<file path="src/qdw_pkg.sv">
// ---------------------------------------------------------------------------
// Depthwise convolution requantizer package
// Widths, register index codes and shared structs of the pipeline.
// ---------------------------------------------------------------------------
`default_nettype none

package qdw_pkg;

   // Tap geometry: eight taps in the low word plus one extra tap.
   localparam int NUM_CARRIED_TAPS = 9;
   localparam int BYTE_W           = 8;
   localparam int TAP_VEC_W        = NUM_CARRIED_TAPS * BYTE_W;

   // Arithmetic widths.
   localparam int PROD_W = 17;
   localparam int ACC_W  = 32;
   localparam int MUL_W  = 31;
   localparam int SHF_W  = 5;
   localparam int THR_W  = 30;
   localparam int CLP_W  = 9;
   localparam int CSR_W  = 31;
   localparam int IDX_W  = 3;

   // Rounding constant added to the Q31 product.
   localparam logic signed [63:0] ROUND_CONST = 64'sh0000_0000_4000_0000;

   // Register index codes.
   localparam logic [IDX_W-1:0] REG_KERNEL_ZP  = 3'd0;
   localparam logic [IDX_W-1:0] REG_MULT       = 3'd1;
   localparam logic [IDX_W-1:0] REG_SHIFT      = 3'd2;
   localparam logic [IDX_W-1:0] REG_REM_MASK   = 3'd3;
   localparam logic [IDX_W-1:0] REG_REM_THRESH = 3'd4;
   localparam logic [IDX_W-1:0] REG_CLAMP_LOW  = 3'd5;
   localparam logic [IDX_W-1:0] REG_CLAMP_HIGH = 3'd6;
   localparam logic [IDX_W-1:0] REG_OUT_ZP     = 3'd7;

   // Requantization settings handed to the back half of the pipeline.
   typedef struct packed {
      logic [MUL_W-1:0]        mult;
      logic [SHF_W-1:0]        shift;
      logic [MUL_W-1:0]        rem_mask;
      logic [THR_W-1:0]        rem_thresh;
      logic signed [CLP_W-1:0] clamp_low;
      logic signed [CLP_W-1:0] clamp_high;
      logic [BYTE_W-1:0]       out_zp;
   } rq_cfg_type;

   // Pipeline control shared by all stages.
   typedef struct packed {
      logic advance;
   } pipe_ctl_type;

endpackage

`default_nettype wire

</file>
<file path="src/qdw_mac.sv">
// ---------------------------------------------------------------------------
// Tap multiply-accumulate stages
// Three stages: per-tap products, product sum, bias add with 32-bit wrap.
// ---------------------------------------------------------------------------
`default_nettype none

module qdw_mac #(
   parameter int TAPS = 9
) (
   input  wire logic                           clock,
   input  wire logic                           reset,
   input  wire qdw_pkg::pipe_ctl_type          ctl,
   input  wire logic                           in_valid,
   input  wire logic [qdw_pkg::TAP_VEC_W-1:0]  activ,
   input  wire logic [qdw_pkg::TAP_VEC_W-1:0]  kern,
   input  wire logic signed [qdw_pkg::ACC_W-1:0] bias,
   input  wire logic [qdw_pkg::BYTE_W-1:0]     kernel_zp,
   output logic                                out_valid,
   output logic signed [qdw_pkg::ACC_W-1:0]    acc
);
   import qdw_pkg::*;

   // Only the carried taps can contribute.
   localparam int ACT_TAPS = (TAPS > NUM_CARRIED_TAPS) ? NUM_CARRIED_TAPS : TAPS;
   localparam int SUM_W    = PROD_W + $clog2(ACT_TAPS + 1);

   logic                    v1_ff, v2_ff, v3_ff;
   logic signed [PROD_W-1:0] prod_ff [ACT_TAPS];
   logic signed [PROD_W-1:0] prod_in [ACT_TAPS];
   logic signed [ACC_W-1:0] bias1_ff, bias2_ff;
   logic signed [SUM_W-1:0] sum_ff, sum_in;
   logic signed [ACC_W-1:0] acc_ff, acc_in;

   // Stage 1: activation times offset kernel byte for each tap.
   always_comb begin
      logic signed [CLP_W-1:0]  kd;
      logic signed [PROD_W-1:0] a_ext;
      logic signed [PROD_W-1:0] k_ext;
      for (int i = 0; i < ACT_TAPS; i++) begin
         kd       = $signed({1'b0, kern[i*BYTE_W +: BYTE_W]}) - $signed({1'b0, kernel_zp});
         a_ext    = PROD_W'($signed({1'b0, activ[i*BYTE_W +: BYTE_W]}));
         k_ext    = PROD_W'(kd);
         prod_in[i] = a_ext * k_ext;
      end
   end

   // Stage 2: sum of the tap products at narrow width.
   always_comb begin
      sum_in = '0;
      for (int i = 0; i < ACT_TAPS; i++) begin
         sum_in = sum_in + SUM_W'(prod_ff[i]);
      end
   end

   // Stage 3: bias add, wrapping at 32 bits.
   assign acc_in = bias2_ff + ACC_W'(sum_ff);

   // Valid bits move with the data when the pipeline advances.
   always_ff @(posedge clock) begin
      if (reset) begin
         v1_ff <= 1'b0;
         v2_ff <= 1'b0;
         v3_ff <= 1'b0;
      end else if (ctl.advance) begin
         v1_ff <= in_valid;
         v2_ff <= v1_ff;
         v3_ff <= v2_ff;
      end
   end

   // Payload registers load only behind a valid request.
   always_ff @(posedge clock) begin
      if (ctl.advance) begin
         if (in_valid) begin
            prod_ff  <= prod_in;
            bias1_ff <= bias;
         end
         if (v1_ff) begin
            sum_ff   <= sum_in;
            bias2_ff <= bias1_ff;
         end
         if (v2_ff) begin
            acc_ff <= acc_in;
         end
      end
   end

   assign out_valid = v3_ff;
   assign acc       = acc_ff;

endmodule

`default_nettype wire

</file>
<file path="config.mk">
export PLATFORM = sky130hd
export DESIGN_NAME = qdw_mac
export DESIGN_NICKNAME = d
export VERILOG_FILES = /design/src/qdw_pkg.sv /design/src/qdw_mac.sv
export SDC_FILE = /design/constraint.sdc
export NUM_CORES = 2
export LEC_CHECK = 0
export BUFFER_PORTS_ARGS = -buffer_cell sky130_fd_sc_hd__buf_2
export CAP_MARGIN = 10
export CORE_ASPECT_RATIO = 0.9
export CORE_MARGIN = 1.5
export CORE_UTILIZATION = 55
export CTS_BUF_LIST = sky130_fd_sc_hd__clkbuf_8
export DETAILED_ROUTE_END_ITERATION = 10
export PLACE_DENSITY = 0.79
export SLEW_MARGIN = 15
export SYNTH_ARGS = -nofsm -noshare
export SYNTH_HDL_FRONTEND = slang
export SYNTH_SLANG_ARGS = --single-unit
</file>
<file path="constraint.sdc">
create_clock -name clock -period 14.1 [get_ports clock]
set_clock_uncertainty 0.15 [all_clocks]
set_input_delay 1.41 -clock clock [delete_from_list [all_inputs] [get_ports clock]]
set_output_delay 1.41 -clock clock [all_outputs]
set_load 0.02 [all_outputs]
</file>
==> flow_summary.rst <==
.. list-table::
   :header-rows: 1

   * - Metric
     - Value
   * - Outcome
     - finished, final reports clean
   * - Total routing resource utilization after global routing
     - 0.249
   * - Total gr overflow
     - 0
   * - Via count of the first global-routing pass
     - between 20000 and 30000
   * - Floorplan die width
     - 281 µm
   * - Maximum level of the CTS H-tree
     - 2
   * - Vias per cell
     - roughly 5.4
   * - Final count of negative-setup-slack endpoints
     - 0
   * - Effective utilization at floorplan
     - 0.556
   * - Antenna Nets Post-Route
     - 0
   * - Synth Cell Area
     - 38200 µm²
   * - Largest net degree at the start of global routing
     - 80
   * - Slew at the pin closest to its max-slew limit
     - 1.04 ns
   * - Area share of fa/ha/maj cells after synthesis
     - 0.457
   * - Dominant cell type by area after synthesis
     - fa_1
   * - CTS buffer count
     - a little under 50
   * - Sequential cell area
     - 8170 µm²
   * - Antenna violations before repair
     - 6
   * - Most common flop cell mapped by yosys
     - edfxtp_1
   * - Top fanout value on the critical path
     - 10
   * - Crit path top cell by count
     - fa_1
   * - Number of instances in the synthesized netlist
     - 3714
   * - Final hold violation count
     - 0
   * - Buffer levels on the longest clock path
     - 3
   * - Post-synthesis area per instance
     - just over 10 µm²
   * - Synth Register Bits
     - ~270
   * - Number of vias after detailed routing
     - 26600
   * - Clock tree from TritonCTS
     - yes
   * - Final critical-path required period
     - just over 8 ns
   * - Total area of multi-input combinational cells
     - 27300 µm²
   * - Slew Viols, Final
     - 0
   * - Number of distinct library cells after synthesis
     - between 60 and 70
   * - Final nets
     - around 5300
   * - Peak per-stage delay on the critical path
     - roughly 0.74 ns
   * - Drt first-iter violations
     - ~1700
   * - Required time worst endpoint
     - 14.29 ns
   * - Type of the worst setup path
     - in2reg
   * - Fraction of synthesized cell area taken by the top area cell type
     - 0.272
   * - Final period utilization
     - 0.589
   * - Overall die area
     - roughly 71000 µm²
   * - Worst min-delay path category
     - reg2reg
   * - EDFF count, synth
     - 270
   * - Unrepaired setup endpoints after global routing
     - no
   * - Number of clock sinks seen by CTS
     - between 200 and 300
   * - Main combinational cell family by area after synthesis
     - adder cells
   * - Top area cells in the synthesized netlist
     - fa_1, edfxtp_1, ha_1
   * - TNS Setup
     - 0 ns
   * - Arrival @ worst endpoint
     - roughly 8.5 ns
   * - Number of max-cap violations
     - 0
   * - Remaining max-slew budget at the tightest pin
     - 0.303
   * - Hold-fix buffers at CTS
     - 0
   * - IO buf count
     - between 200 and 250
   * - Die height
     - between 200 and 300 µm
   * - Complex-gate fraction of the synthesized area
     - 0.0651
   * - Post-synthesis mux area share
     - 0.00131
   * - Fraction of synthesis flops using an asynchronous set or reset pin
     - 0
   * - Worst-Skew Late Latency
     - ~0.64 ns
   * - Count of synthesis-stage warnings from yosys
     - 0
   * - First-pass iteration count of the detailed router
     - 5
   * - Cell with the biggest individual delay on the critical path
     - inv_1
   * - Simple logic cell fraction of the synthesized area
     - 0.150
   * - Number of remaining DRC errors
     - 0
   * - Post-detailed-routing wire length
     - about 85000 µm
   * - Nets in the synthesized netlist
     - approximately 5000
   * - Core footprint
     - around 69000 µm²
   * - Fill cells
     - 5589
   * - Post-CTS setup buffers
     - 0
   * - Max Freq
     - 121 MHz
   * - Wire length of the first global-routing pass
     - ~140000 µm
   * - Floorplan row count
     - ~90
   * - Routed WL per cell
     - around 17 µm
   * - Gp weighted congestion
     - just over 0.9
   * - Sort of element at the end of the critical path
     - flop
   * - HPWL after detailed placement
     - 70500 µm
   * - Number of top-level design ports
     - 221
   * - Root buffer cell
     - clkbuf_8
   * - Number of gates resized after CTS
     - 0
   * - Xor/xnor share of the synthesized area
     - 0.0415
   * - Clock edge transition at the registers on the reported setup and hold paths
     - 0.06 ns
   * - Layout cells sized above 1
     - 0.0868
   * - Part of the Yosys area used for sequential elements
     - 0.214
   * - Type of origin of the critical path
     - input port
   * - Signed area change from the synthesized netlist to the final layout
     - 8.69%
path summary, 6_finish.rpt:
kind / startpoint / slack (ns) / depth (start not counted) / to
min reg2reg: bias1_ff[28] / 0.26 / 0 / bias2_ff[28]
max reg2reg: prod_ff[121] / 8.67 / 16 / sum_ff[20]
max: kernel_zp[1] / 5.80 / 27 / prod_ff[82]
min: bias1_ff[28] / 0.26 / 0 / bias2_ff[28]
area by class of cell:
cell class / count / share of cell area
tap: 930 / 0.0280
antenna: 4 / 0.000241
timing repair buffer: 227 / 0.0278
multi-input combinational: 2716 / 0.658
clock buffer: 50 / 0.0166
clock inverter: 41 / 0.00820
inverter: 715 / 0.0646
sequential: 273 / 0.197
cells by family after synthesis:
logic type,after synthesis
compound gates,384
buf+inv,725
flops,273
fa+ha+maj,1084
simple gates,1062
xor+xnor,181
mux,5
placed cells by master, fill, tap and decap left out, types with 7 or more instances in the layout:
cell / n
edfxtp_1: 270
o21ai_0: 98
xnor2_1: 145
a21oi_1: 103
and2_1: 337
a21boi_0: 17
nand2b_1: 108
ha_1: 565
nor4_1: 9
nand3_1: 16
nor2_1: 170
clkbuf_8: 50
nor3_1: 54
a21o_1: 19
inv_1: 724
nand2_1: 179
or2_2: 26
clkinv_2: 7
nand4_1: 12
buf_4: 7
a21boi_1: 9
buf_2: 220
clkinv_1: 15
fa_1: 519
or3_1: 24
xor2_1: 36
a31oi_1: 14
o21bai_1: 7
o21a_1: 31
o21ai_1: 23
nor2b_1: 101
layer usage:
layer | GRT usage | part of all wire
met5 | 0 | 0.00015
met3 | 0.0388 | 0.067
met4 | 0.0672 | 0.026
met1 | 0.338 | 0.43
met2 | 0.417 | 0.47
flip-flops by register name, indices dropped and copies added, names as in the netlist:
name,count
bias1_ff,32
v2_ff,1
v1_ff,1
sum_ff,21
bias2_ff,32
acc,32
out_valid,1
prod_ff,153
through the flow:
step | cells | hold slack [ns] | utilization | setup slack, ns | area [µm²]
after floorplan | 3714 | 0.250 | - | 6.60 | 38200
after global placement | 4861 | 0.250 | 0.590 | 5.43 | 40500
after detailed placement | 4861 | 0.255 | 0.590 | 5.25 | 40500
after CTS | 4952 | 0.260 | 0.605 | 5.87 | 41500
after global routing | 4955 | 0.270 | 0.605 | 5.32 | 41500
final | 4956 | 0.257 | 0.605 | 5.80 | 41500
synth_stat cells, types with 5 or more instances:
cell type  count
and2_1       339
fa_1         519
nand4_1       12
a21oi_2        6
o21a_1        31
clkbuf_1       9
a21o_1        19
o41a_1         5
edfxtp_1     270
a31oi_1       14
and3_1         6
xor2_1        36
or2_2         26
nor3_1        54
a21oi_1      103
nand2b_1     108
a21boi_0      17
ha_1         565
a211oi_1       5
nand3_1       16
xnor2_1      145
nor2_1       170
nor4_1         9
a21boi_1       9
nand2_1      179
o21ai_1       23
inv_1        714
o21bai_1       7
nor2b_1      101
or3_1         24
o21ai_0       98
o31a_1         5
mux2i_1        5
critical path: cells and delay by family:
family	cells	cell delay (ns)
AOI/OAI and AO/OA	7	1.48
xor gates and xnor gates	2	0.60
adders and majority gates	7	3.12
and+or+nand+nor	5	0.62
buffers and inverters	6	1.20
Power is left out: the tool's default activity adds up to more than one toggle a clock period on the data nets, which glitch-free logic cannot reach.
